$ cat src/socks5_pkg.sv
// Package for the SOCKS5 client handshake block: protocol constants, phase
// codes and the transaction and result types shared by the sequencer and top level.
// No dependencies.
`default_nettype none

package socks5_pkg;

  // Input command codes.
  localparam logic [1:0] CMD_START = 2'd0;
  localparam logic [1:0] CMD_NAME  = 2'd1;
  localparam logic [1:0] CMD_RECV  = 2'd2;

  // Result kind codes.
  localparam logic [1:0] KIND_TX   = 2'd0;
  localparam logic [1:0] KIND_OK   = 2'd1;
  localparam logic [1:0] KIND_FAIL = 2'd2;

  // Protocol bytes.
  localparam logic [7:0] PROTO_VER   = 8'h05;
  localparam logic [7:0] NMETHODS    = 8'h01;
  localparam logic [7:0] AUTH_NONE   = 8'h00;
  localparam logic [7:0] REQ_CONNECT = 8'h01;
  localparam logic [7:0] RSV_BYTE    = 8'h00;
  localparam logic [7:0] STATUS_OK   = 8'h00;
  localparam logic [7:0] ATYP_IPV4   = 8'h01;
  localparam logic [7:0] ATYP_DOMAIN = 8'h03;
  localparam logic [7:0] ATYP_IPV6   = 8'h04;

  // Bytes to skip after the address type: address plus two port bytes.
  localparam logic [8:0] SKIP_IPV4 = 9'd6;
  localparam logic [8:0] SKIP_IPV6 = 9'd18;
  localparam logic [8:0] PORT_LEN  = 9'd2;

  // Most results one input transaction can cause.
  localparam int MAX_RES = 5;

  typedef enum logic [5:0] {
    PH_IDLE  = 6'b000001,
    PH_GREET = 6'b000010,
    PH_NAME  = 6'b000100,
    PH_HEAD  = 6'b001000,
    PH_DLEN  = 6'b010000,
    PH_SKIP  = 6'b100000
  } phase_t;

  typedef struct packed {
    logic [1:0]  command;
    logic [7:0]  data_byte;
    logic [15:0] dest_port;
    logic [7:0]  name_length;
  } item_t;

  typedef struct packed {
    logic [1:0] kind;
    logic [7:0] tx_byte;
  } result_t;

  typedef struct packed {
    logic [2:0]                 count;
    result_t [MAX_RES-1:0]      res;
  } bundle_t;

endpackage

`default_nettype wire

$ cat src/socks5_fsm.sv
// Handshake sequencer: holds the protocol phase, counters and stored request
// fields, and works out the results of one transaction. Depends on socks5_pkg.
`default_nettype none

module socks5_fsm (
  input  wire logic               clk,
  input  wire logic               rst_n,
  input  wire logic               advance,
  input  wire socks5_pkg::item_t  item,
  output socks5_pkg::bundle_t     bundle
);
  import socks5_pkg::*;

  phase_t      phase_r, phase_nxt;
  logic [8:0]  cnt_r, cnt_nxt;
  logic [7:0]  len_r, len_nxt;
  logic [15:0] port_r, port_nxt;
  logic [8:0]  cnt_inc;
  logic        fail_c;
  bundle_t     bund_c;

  assign cnt_inc = cnt_r + 9'd1;

  // Next state and the result bundle for the transaction in the input register.
  always_comb begin
    phase_nxt = phase_r;
    cnt_nxt   = cnt_r;
    len_nxt   = len_r;
    port_nxt  = port_r;
    fail_c    = 1'b0;
    bund_c    = '0;
    case (phase_r)
      PH_IDLE: begin
        if (item.command != CMD_START || item.name_length == 8'd0) begin
          fail_c = 1'b1;
        end else begin
          len_nxt   = item.name_length;
          port_nxt  = item.dest_port;
          bund_c.count  = 3'd3;
          bund_c.res[0] = '{kind: KIND_TX, tx_byte: PROTO_VER};
          bund_c.res[1] = '{kind: KIND_TX, tx_byte: NMETHODS};
          bund_c.res[2] = '{kind: KIND_TX, tx_byte: AUTH_NONE};
          phase_nxt = PH_GREET;
          cnt_nxt   = 9'd0;
        end
      end
      PH_GREET: begin
        if (item.command != CMD_RECV) begin
          fail_c = 1'b1;
        end else if (cnt_r == 9'd0) begin
          if (item.data_byte != PROTO_VER) fail_c = 1'b1;
          else cnt_nxt = 9'd1;
        end else if (item.data_byte != AUTH_NONE) begin
          fail_c = 1'b1;
        end else begin
          bund_c.count  = 3'd5;
          bund_c.res[0] = '{kind: KIND_TX, tx_byte: PROTO_VER};
          bund_c.res[1] = '{kind: KIND_TX, tx_byte: REQ_CONNECT};
          bund_c.res[2] = '{kind: KIND_TX, tx_byte: RSV_BYTE};
          bund_c.res[3] = '{kind: KIND_TX, tx_byte: ATYP_DOMAIN};
          bund_c.res[4] = '{kind: KIND_TX, tx_byte: len_r};
          phase_nxt = PH_NAME;
          cnt_nxt   = 9'd0;
        end
      end
      PH_NAME: begin
        if (item.command != CMD_NAME) begin
          fail_c = 1'b1;
        end else begin
          bund_c.res[0] = '{kind: KIND_TX, tx_byte: item.data_byte};
          if (cnt_inc >= {1'b0, len_r}) begin
            // Last name byte: append the port, high byte first.
            bund_c.count  = 3'd3;
            bund_c.res[1] = '{kind: KIND_TX, tx_byte: port_r[15:8]};
            bund_c.res[2] = '{kind: KIND_TX, tx_byte: port_r[7:0]};
            phase_nxt = PH_HEAD;
            cnt_nxt   = 9'd0;
          end else begin
            bund_c.count = 3'd1;
            cnt_nxt      = cnt_inc;
          end
        end
      end
      PH_HEAD: begin
        if (item.command != CMD_RECV) begin
          fail_c = 1'b1;
        end else if (cnt_r == 9'd0) begin
          if (item.data_byte != PROTO_VER) fail_c = 1'b1;
          else cnt_nxt = cnt_inc;
        end else if (cnt_r == 9'd1) begin
          if (item.data_byte != STATUS_OK) fail_c = 1'b1;
          else cnt_nxt = cnt_inc;
        end else if (cnt_r >= 9'd3) begin
          // Address type decides how much of the bound address to skip.
          case (item.data_byte)
            ATYP_IPV4: begin
              phase_nxt = PH_SKIP;
              cnt_nxt   = SKIP_IPV4;
            end
            ATYP_IPV6: begin
              phase_nxt = PH_SKIP;
              cnt_nxt   = SKIP_IPV6;
            end
            ATYP_DOMAIN: begin
              phase_nxt = PH_DLEN;
              cnt_nxt   = 9'd0;
            end
            default: fail_c = 1'b1;
          endcase
        end else begin
          cnt_nxt = cnt_inc;
        end
      end
      PH_DLEN: begin
        if (item.command != CMD_RECV) begin
          fail_c = 1'b1;
        end else begin
          phase_nxt = PH_SKIP;
          cnt_nxt   = {1'b0, item.data_byte} + PORT_LEN;
        end
      end
      PH_SKIP: begin
        if (item.command != CMD_RECV) begin
          fail_c = 1'b1;
        end else if (cnt_r > 9'd1) begin
          cnt_nxt = cnt_r - 9'd1;
        end else begin
          bund_c.count  = 3'd1;
          bund_c.res[0] = '{kind: KIND_OK, tx_byte: 8'h00};
          phase_nxt = PH_IDLE;
          cnt_nxt   = 9'd0;
        end
      end
      default: fail_c = 1'b1;
    endcase

    // Any failure gives a single failure result and a return to idle.
    if (fail_c) begin
      bund_c        = '0;
      bund_c.count  = 3'd1;
      bund_c.res[0] = '{kind: KIND_FAIL, tx_byte: 8'h00};
      phase_nxt     = PH_IDLE;
      cnt_nxt       = 9'd0;
      len_nxt       = len_r;
      port_nxt      = port_r;
    end
  end

  assign bundle = bund_c;

  // State registers move on when the transaction leaves the input register.
  always_ff @(posedge clk) begin
    if (!rst_n) begin
      phase_r <= PH_IDLE;
      cnt_r   <= 9'd0;
      len_r   <= 8'd0;
      port_r  <= 16'd0;
    end else if (advance) begin
      phase_r <= phase_nxt;
      cnt_r   <= cnt_nxt;
      len_r   <= len_nxt;
      port_r  <= port_nxt;
    end
  end

endmodule

`default_nettype wire

$ cat src/socks5_client_handshake_top.sv
// Path: an accepted transaction waits in the input register until the result register
// drains, then moves into it; its results show one per cycle while out_stall is low.
// Throughput: one transaction per cycle for those causing at most one result, when the
// output does not stall; one with more results holds the next in the input register.
// Reset: synchronous, active low; the block returns to idle with no results pending.
// Top level of the SOCKS5 client handshake. Depends on socks5_pkg and socks5_fsm.
`default_nettype none

module socks5_client_handshake_top (
  input  wire logic        clk,
  input  wire logic        rst_n,
  input  wire logic        in_valid,
  output logic             in_stall,
  input  wire logic [1:0]  in_command,
  input  wire logic [7:0]  in_data_byte,
  input  wire logic [15:0] in_dest_port,
  input  wire logic [7:0]  in_name_length,
  output logic             out_valid,
  input  wire logic        out_stall,
  output logic [1:0]       out_kind,
  output logic [7:0]       out_tx_byte,
  output logic             out_last
);
  import socks5_pkg::*;

  logic    s1_valid_r, s1_valid_nxt;
  item_t   s1_item_r;
  logic    bnd_valid_r, bnd_valid_nxt;
  bundle_t bnd_r;
  bundle_t step_bundle;
  logic [2:0] idx_r, idx_nxt;
  logic    in_fire, out_fire, drain_done, advance;
  result_t cur_res;

  // Handshake control: the input register moves on once the result register empties.
  assign out_valid  = bnd_valid_r;
  assign cur_res    = bnd_r.res[idx_r];
  assign out_kind   = cur_res.kind;
  assign out_tx_byte = cur_res.tx_byte;
  assign out_last   = (idx_r == (bnd_r.count - 3'd1));
  assign out_fire   = out_valid && !out_stall;
  assign drain_done = !bnd_valid_r || (out_fire && out_last);
  assign advance    = s1_valid_r && drain_done;
  assign in_stall   = s1_valid_r && !drain_done;
  assign in_fire    = in_valid && !in_stall;

  socks5_fsm u_fsm (
    .clk     (clk),
    .rst_n   (rst_n),
    .advance (advance),
    .item    (s1_item_r),
    .bundle  (step_bundle)
  );

  // Next values of the input and result registers.
  always_comb begin
    s1_valid_nxt  = s1_valid_r;
    bnd_valid_nxt = bnd_valid_r;
    idx_nxt       = idx_r;
    if (in_fire) s1_valid_nxt = 1'b1;
    else if (advance) s1_valid_nxt = 1'b0;
    if (advance) begin
      bnd_valid_nxt = (step_bundle.count != 3'd0);
      idx_nxt       = 3'd0;
    end else if (out_fire) begin
      if (out_last) bnd_valid_nxt = 1'b0;
      else idx_nxt = idx_r + 3'd1;
    end
  end

  always_ff @(posedge clk) begin
    if (!rst_n) begin
      s1_valid_r  <= 1'b0;
      bnd_valid_r <= 1'b0;
      idx_r       <= 3'd0;
    end else begin
      s1_valid_r  <= s1_valid_nxt;
      bnd_valid_r <= bnd_valid_nxt;
      idx_r       <= idx_nxt;
    end
  end

  // Payload registers.
  always_ff @(posedge clk) begin
    if (in_fire) begin
      s1_item_r <= '{command: in_command, data_byte: in_data_byte,
                     dest_port: in_dest_port, name_length: in_name_length};
    end
    if (advance) bnd_r <= step_bundle;
  end

`ifndef SYNTH
  // The result index never runs past the stored result count.
  a_idx_in_range: assert property (@(posedge clk) disable iff (!rst_n)
    out_valid |-> (idx_r < bnd_r.count))
    else $error("result index beyond result count");

  // An accepted transaction never overwrites one still waiting in the input register.
  a_no_overwrite: assert property (@(posedge clk) disable iff (!rst_n)
    in_fire |-> (!s1_valid_r || advance))
    else $error("input register overwritten");

  // A result that is not the last one is always followed by another.
  a_more_follow: assert property (@(posedge clk) disable iff (!rst_n)
    (out_fire && !out_last) |=> out_valid)
    else $error("results of a transaction lost");

  // Success and failure are always the final result of their transaction.
  a_status_last: assert property (@(posedge clk) disable iff (!rst_n)
    (out_valid && out_kind != KIND_TX) |-> out_last)
    else $error("status result not marked last");
`endif

endmodule

`default_nettype wire

$ cat config.mk
export PLATFORM = sky130hd
export DESIGN_NAME = socks5_client_handshake_top
export DESIGN_NICKNAME = d
export VERILOG_FILES = /design/src/socks5_pkg.sv /design/src/socks5_fsm.sv /design/src/socks5_client_handshake_top.sv
export SDC_FILE = /design/constraint.sdc
export NUM_CORES = 1
export LEC_CHECK = 0
export BUFFER_PORTS_ARGS = -buffer_cell sky130_fd_sc_hd__buf_4
export CAP_MARGIN = 30
export CORE_ASPECT_RATIO = 1.2
export CORE_MARGIN = 5
export CORE_UTILIZATION = 35
export CTS_CLUSTER_DIAMETER = 120
export DETAILED_ROUTE_END_ITERATION = 10
export GPL_TIMING_DRIVEN = 0
export SLEW_MARGIN = 10
export SYNTH_ARGS = -nofsm -noshare
export SYNTH_HDL_FRONTEND = slang
export SYNTH_HIERARCHICAL = 1
export SYNTH_SLANG_ARGS = --single-unit
$ cat constraint.sdc
create_clock -name clk -period 4.8 [get_ports clk]
set_input_delay 0.24 -clock clk [delete_from_list [all_inputs] [get_ports clk]]
set_output_delay 0.24 -clock clk [all_outputs]
set_load 0.005 [all_outputs]
[Word-level counts from Yosys, hierarchy flattened]
Index checks and enable logic that the tools add are counted.
Storage, ports and cells
  register bits: 131
  input port bits: 38
  output and inout port bits: 13
  logic and storage cells: 173
Operators by class
  add/sub/neg operators: 5
  $lt $le $gt $ge: 4
  eq/ne operators: 33
  mux-type cells: 73
  bitwise logic cells: 5
  reductions and logical operators: 31
Operator list (number)
  53-bit 2-to-1 mux: 4
  9-bit 2-to-1 mux: 18
  6-bit 2-to-1 mux: 14
  20-bit case mux with 3 select lines: 1
  9-bit case mux with 6 select lines: 1
  10-bit case mux with 4 select lines: 1
  6-bit case mux with 6 select lines: 1
  3-bit by 2-bit != test with 1-bit output, second input constant: 11
  10-bit binary-select mux with 3-bit select: 1
  30-bit 2-to-1 mux: 1
  9-bit case mux with 3 select lines: 1
  10-bit 2-to-1 mux: 2
  20-bit 2-to-1 mux: 1
  1-bit 2-to-1 mux: 18
  18-bit 2-to-1 mux: 1
  16-bit AND reduction: 1
  13-bit AND reduction: 1
  4-bit by 3-bit != test with 1-bit output, second input constant: 3
  3-bit case mux with 4 select lines: 1
  6-bit case mux with 2 select lines: 1
  11-bit 2-to-1 mux: 1
  8-bit by 2-bit adder with 9-bit output, second input constant: 1
  9-bit by 1-bit adder with 9-bit output, second input constant: 1
  9-bit by 1-bit == test with 1-bit output, second input constant: 1
  43 further kinds: 64

[Depth between registers and ports, before layout]
  word-level depth: 11
  depth in mapped cells: 14

[Hierarchy]
The synthesis kept the hierarchy.
By module, submodules not included
  socks5_client_handshake_top: times used 1, cells an instance 172, area each 3339.5 um2
  socks5_fsm: times used 1, cells an instance 420, area each 3246.9 um2

[Worst setup path before layout]
OpenSTA, ideal clock, no wires.
  kind: reg2reg
  start: reg bnd_r[50] (netlist name)
  end: reg u_fsm.len_r[0]
  arrival: 3.746 ns
  required time: 4.724 ns
  path slack: 0.979 ns
  cell stages (with the launch flop): 12
  cells stage by stage: edfxtp_1 inv_1 ha_1 xor2_1 nand3_1 o21ai_1 and2_1 and3_1 clkbuf_1 clkbuf_1 nand2_1 a21boi_0
Between the ends
  word-level cells in the longest chain between the ends: 6
Ends and longest elaborated chain
  start: declaration: line socks5_client_handshake_top.sv:29  | bundle_t bnd_r;
  start signal: assignment: line socks5_client_handshake_top.sv:89  | if (advance) bnd_r <= step_bundle;
  3-bit by 1-bit subtractor with 3-bit output: line socks5_client_handshake_top.sv:40  | assign out_last = (idx_r == (bnd_r.count - 3'd1));
  3-bit == test: line socks5_client_handshake_top.sv:40
  1-bit logical AND: line socks5_client_handshake_top.sv:42  | assign drain_done = !bnd_valid_r || (out_fire && out_last);
  1-bit logical OR: line socks5_client_handshake_top.sv:42
  1-bit logical AND: line socks5_client_handshake_top.sv:43  | assign advance = s1_valid_r && drain_done;
  named net advance: line socks5_client_handshake_top.sv:32  | logic in_fire, out_fire, drain_done, advance;
  4-bit AND reduction (no line)
  end signal: assignment: line socks5_fsm.sv:161  | len_r <= len_nxt;
  end: declaration: line socks5_fsm.sv:16  | logic [7:0] len_r, len_nxt;
The timed path passes the listed nets, and every way through them passes these cells.
A chain may end at the register's enable or synchronous reset.

==> tab_implementation.tex <==
\begin{tabular}{lr}
\hline
Metric & Value \\
\hline
\multicolumn{2}{l}{\textbf{Logic synthesis}} \\
\quad Async set-or-reset flop fraction in the synthesized netlist & 0\% \\
\quad Gate Count Post-Synth & 592 \\
\quad Post-synth top cells & nand2\_1, edfxtp\_1, dfxtp\_1 \\
\quad Post-Synth Adder-Cell Area & 3.00\% \\
\quad Multiplexer fraction of the synthesized cell area & 3.88\% \\
\quad Share of the synthesized area in compound gates (AO/OA/AOI/OAI) & 12.7\% \\
\quad Synth unique cells & 74 \\
\quad Cell with the most instances after synthesis & nand2\_1 \\
\quad Fraction of synthesized cell area in xor and xnor cells & 3.53\% \\
\quad Mean cell area of the mapped netlist & 11.1 um\^{}2 \\
\quad Fraction of post-synthesis cell area in the top cell type by area & 39.7\% \\
\quad Combinational family with the most area after synthesis & simple AND/OR/NAND/NOR gates \\
\quad Flip-flop and latch count after synthesis & 131 \\
\quad Part of the Yosys area used for sequential elements & 53.0\% \\
\quad Warnings, synthesis & 6 \\
\quad Simple-gate area share of the yosys netlist & 17.5\% \\
\quad Post-synthesis instance area & 6590 um\^{}2 \\
\quad Number of synthesized flops with an enable pin & 87 \\
\quad Most used flip-flop cell after synthesis & edfxtp\_1 \\
\quad Synth top area cells & edfxtp\_1, dfxtp\_1, nand2\_1 \\
\quad Most area-hungry cell type in the Yosys netlist & edfxtp\_1 \\
\multicolumn{2}{l}{\textbf{Global routing}} \\
\quad Overflow after GRT & 0 \\
\quad Number of antenna violations at the first check in global routing & 0 \\
\quad Global-route wire length before repair & 25100 um \\
\quad Via count of the first global-routing pass & 4824 \\
\quad Maximum number of pins on one net before global-route repair & 63 \\
\quad Total track usage & 14.9\% \\
\multicolumn{2}{l}{\textbf{Clock tree}} \\
\quad CTS Buffer Depth & 2 \\
\quad Clock latency on the worst-skew pair & 0.42 ns \\
\quad Clock tree from TritonCTS & yes \\
\quad Number of buffers inserted to repair setup after CTS & 0 \\
\quad TritonCTS Buffers & 17 \\
\quad CTS clock-pin slew for the worst setup and hold paths & 0.06 ns \\
\quad Resized Gates After CTS & 0 \\
\quad Number of sinks driven by the clock tree & 131 \\
\quad Root Driver & clkbuf\_16 \\
\quad H-tree levels & 4 \\
\multicolumn{2}{l}{\textbf{Cells and area}} \\
\quad Syn-to-layout area delta & 25.5\% \\
\quad Diodes inserted & 0 \\
\quad Final net count & 763 \\
\quad Final cell count without fillers & 979 \\
\quad Proportion of layout cells with a drive suffix above 1 & 21.4\% \\
\quad Filler cell count & 1796 \\
\quad Final design area excluding fillers & 8270 um\^{}2 \\
\multicolumn{2}{l}{\textbf{Run}} \\
\quad Count of max-cap constraint violations & 0 \\
\multicolumn{2}{l}{\textbf{STA}} \\
\quad Hold Violations, Final & 0 \\
\quad Worst clock skew & 0.0124 ns \\
\quad Post-route clock period utilization & 85.3\% \\
\quad Slew at the pin with the worst max-slew slack & 0.972 ns \\
\quad Final TNS setup & 0 ns \\
\quad Unrepaired setup endpoints after global routing & no \\
\quad Slew headroom & 34.6\% \\
\quad Worst setup margin & 0.707 ns \\
\quad Pins over their slew limit & 0 \\
\quad Peak clock frequency supported by timing & 244 MHz \\
\quad Clock period minus worst slack & 4.09 ns \\
\quad Number of setup violations in the final report & 0 \\
\multicolumn{2}{l}{\textbf{Setup path}} \\
\quad Arrival time at the worst endpoint & 4.37 ns \\
\quad Flop2flop setup slack & 0.71 ns \\
\quad Sort of element at the start of the critical path & flip-flop \\
\quad Crit Path Category & reg -> reg \\
\quad Critical Path RT & 5.08 ns \\
\quad Critical Path End Type & flip-flop \\
\quad Highest fanout seen on the critical path & 10 \\
\multicolumn{2}{l}{\textbf{Floorplan}} \\
\quad Die outline area & 21700 um\^{}2 \\
\quad Initial standard-cell utilization of the core & 35.2\% \\
\quad Die W & 135 um \\
\quad Overall die height & 160 um \\
\quad I/O pin cnt & 51 \\
\quad Area of the core region & 18700 um\^{}2 \\
\quad Standard-cell row count & 55 \\
\multicolumn{2}{l}{\textbf{Placed design}} \\
\quad Pre-CTS setup slack & 0.572 ns \\
\quad Inst Count DP & 912 \\
\quad Area after detailed placement & 7350 um\^{}2 \\
\quad Port Buffer Count & 50 \\
\quad RD Place Congestion & 0.928 \\
\quad Detailed placer's ending HPWL & 11700 um \\
\multicolumn{2}{l}{\textbf{Drt}} \\
\quad Detailed-routing iteration count for the pre-antenna-repair pass & 5 \\
\quad Top routing layer used & met4 \\
\quad Detail Route met3 WL & 673 um \\
\quad Initial DRC count & 288 \\
\quad Antenna-violating nets left & 0 \\
\quad Routed metal-1 wirelength & 6710 um \\
\quad Per-cell routed wire length & 16.0 um \\
\quad Via count of the routed design & 4785 \\
\quad Vias per cell & 4.89 \\
\quad Residual DRC count & 0 \\
\quad Met2 wire len & 7800 um \\
\quad Post-detailed-routing wire length & 15700 um \\
\multicolumn{2}{l}{\textbf{Status}} \\
\quad Run status & complete, no violations \\
\multicolumn{2}{l}{\textbf{Worst hold path}} \\
\quad Class of the tightest hold or removal check & in -> reg \\
\multicolumn{2}{l}{\textbf{Pwr}} \\
\quad Maximum vdd drop & 0.225 mV \\
\quad Power per cell area & 330 nW/um\^{}2 \\
\quad Leakage power & 3.13 nW \\
\hline
\end{tabular}
[routing by layer]
layer	global-route usage, %	up-vias
met5	0	-
li1	-	2364
met1	18.2	2235
met2	25.1	153
met3	2.96	33
met4	7.01	0
[where the power goes]
group	total, mW	internal, mW	switching [mW]
sequential	1.29	1.26	0.0265
combinational	0.218	0.109	0.109
clock	1.22	0.742	0.483
[flip-flops by register name (all words and copies together) (netlist names)]
name           count
idx_r              3
s1_item_r         34
s1_valid_r         1
u_fsm/cnt_r        9
out_valid          1
u_fsm/port_r      16
bnd_r             53
u_fsm/len_r        8
u_fsm/phase_r      6
[cells by family (layout without fill, tap and decap cells)]
family,Yosys count,count (layout)
xor gates and xnor gates,25,25
adders and majority gates,16,16
DFF,131,131
and+or+nand+nor,222,222
AOI/OAI and AO/OA,110,110
other,1,14
buffers and inverters,74,192
muxes,13,13
[area by class of cell]
| type | instances | area, um^2 | share of cell area (%) |
|---|---|---|---|
| sequential | 131 | 3490 | 42.3 |
| multi-input combinational | 400 | 2730 | 33.0 |
| clock inverter | 11 | 105 | 1.27 |
| clock buffer | 21 | 460 | 5.57 |
| inverter | 28 | 105 | 1.27 |
| timing repair buffer | 86 | 741 | 8.96 |
| tap | 256 | 320 | 3.88 |
| buffer | 46 | 310 | 3.75 |
[cells in the final DEF, fill, tap and decap left out, types with 4 or more instances in the layout]
master	netlist	routed
mux4_2	10	10
buf_4	17	67
a221oi_1	4	4
nor2_1	25	25
conb_1	1	14
o21ai_0	18	18
edfxtp_1	87	87
clkbuf_1	12	14
nor3_1	14	14
ha_1	15	15
and3_1	10	10
dlygate4sd3_1	0	34
a21boi_0	28	28
nor2b_1	4	4
nor4_1	13	13
buf_2	8	9
a21oi_1	10	10
inv_1	28	28
nand2_1	91	91
clkbuf_16	0	17
clkinvlp_4	0	4
nand4_1	4	4
dfxtp_1	44	44
xnor2_1	7	7
and3_2	4	4
nand3_1	14	14
xor2_1	17	17
o21ai_2	7	7
and2_1	20	19
buf_6	7	7
[path summary, 6_finish.rpt]
path | from | end | cells after the start
worst max-delay path | u_fsm/cnt_r[0] | out_valid | 14
worst min-delay path | in_valid | s1_valid_r | 3
worst max register to register | u_fsm/cnt_r[0] | out_valid | 14
worst min register to register | u_fsm/port_r[0] | u_fsm/port_r[0] | 2
[worst max-delay path, cell delays in order (launching register included)]
cell and delay, ns:
dfxtp_1 0.52, inv_1 0.16, nor3_1 0.44, and3_1 0.24, xor2_1 0.33, ha_1 0.32
nand4_1 0.10, nor2_1 0.05, nor4b_1 0.57, a21boi_0 0.17, buf_2 0.20, clkbuf_1 0.20
a31o_2 0.29, o31ai_1 0.25, a21boi_0 0.11
[timing repair]
action,CTS,global route
endpoints found under the hold margin,34,0
endpoints found under the setup margin,0,0
hold buffers,34,0
[through the flow]
step / hold WS, ns / util (%) / total power, mW
6_report: 0.0409 / 44.2 / 2.73
5_1_grt: 0.0520 / 44.2 / 2.83
4_1_cts: 0.0284 / 44.1 / 2.76
3_5_place_dp: 0.419 / 39.3 / 1.51
3_3_place_gp: 0.418 / 39.2 / 1.50
2_1_floorplan: 0.339 / - / 1.42
No activity file was read; power rests on OpenSTA's default activity.
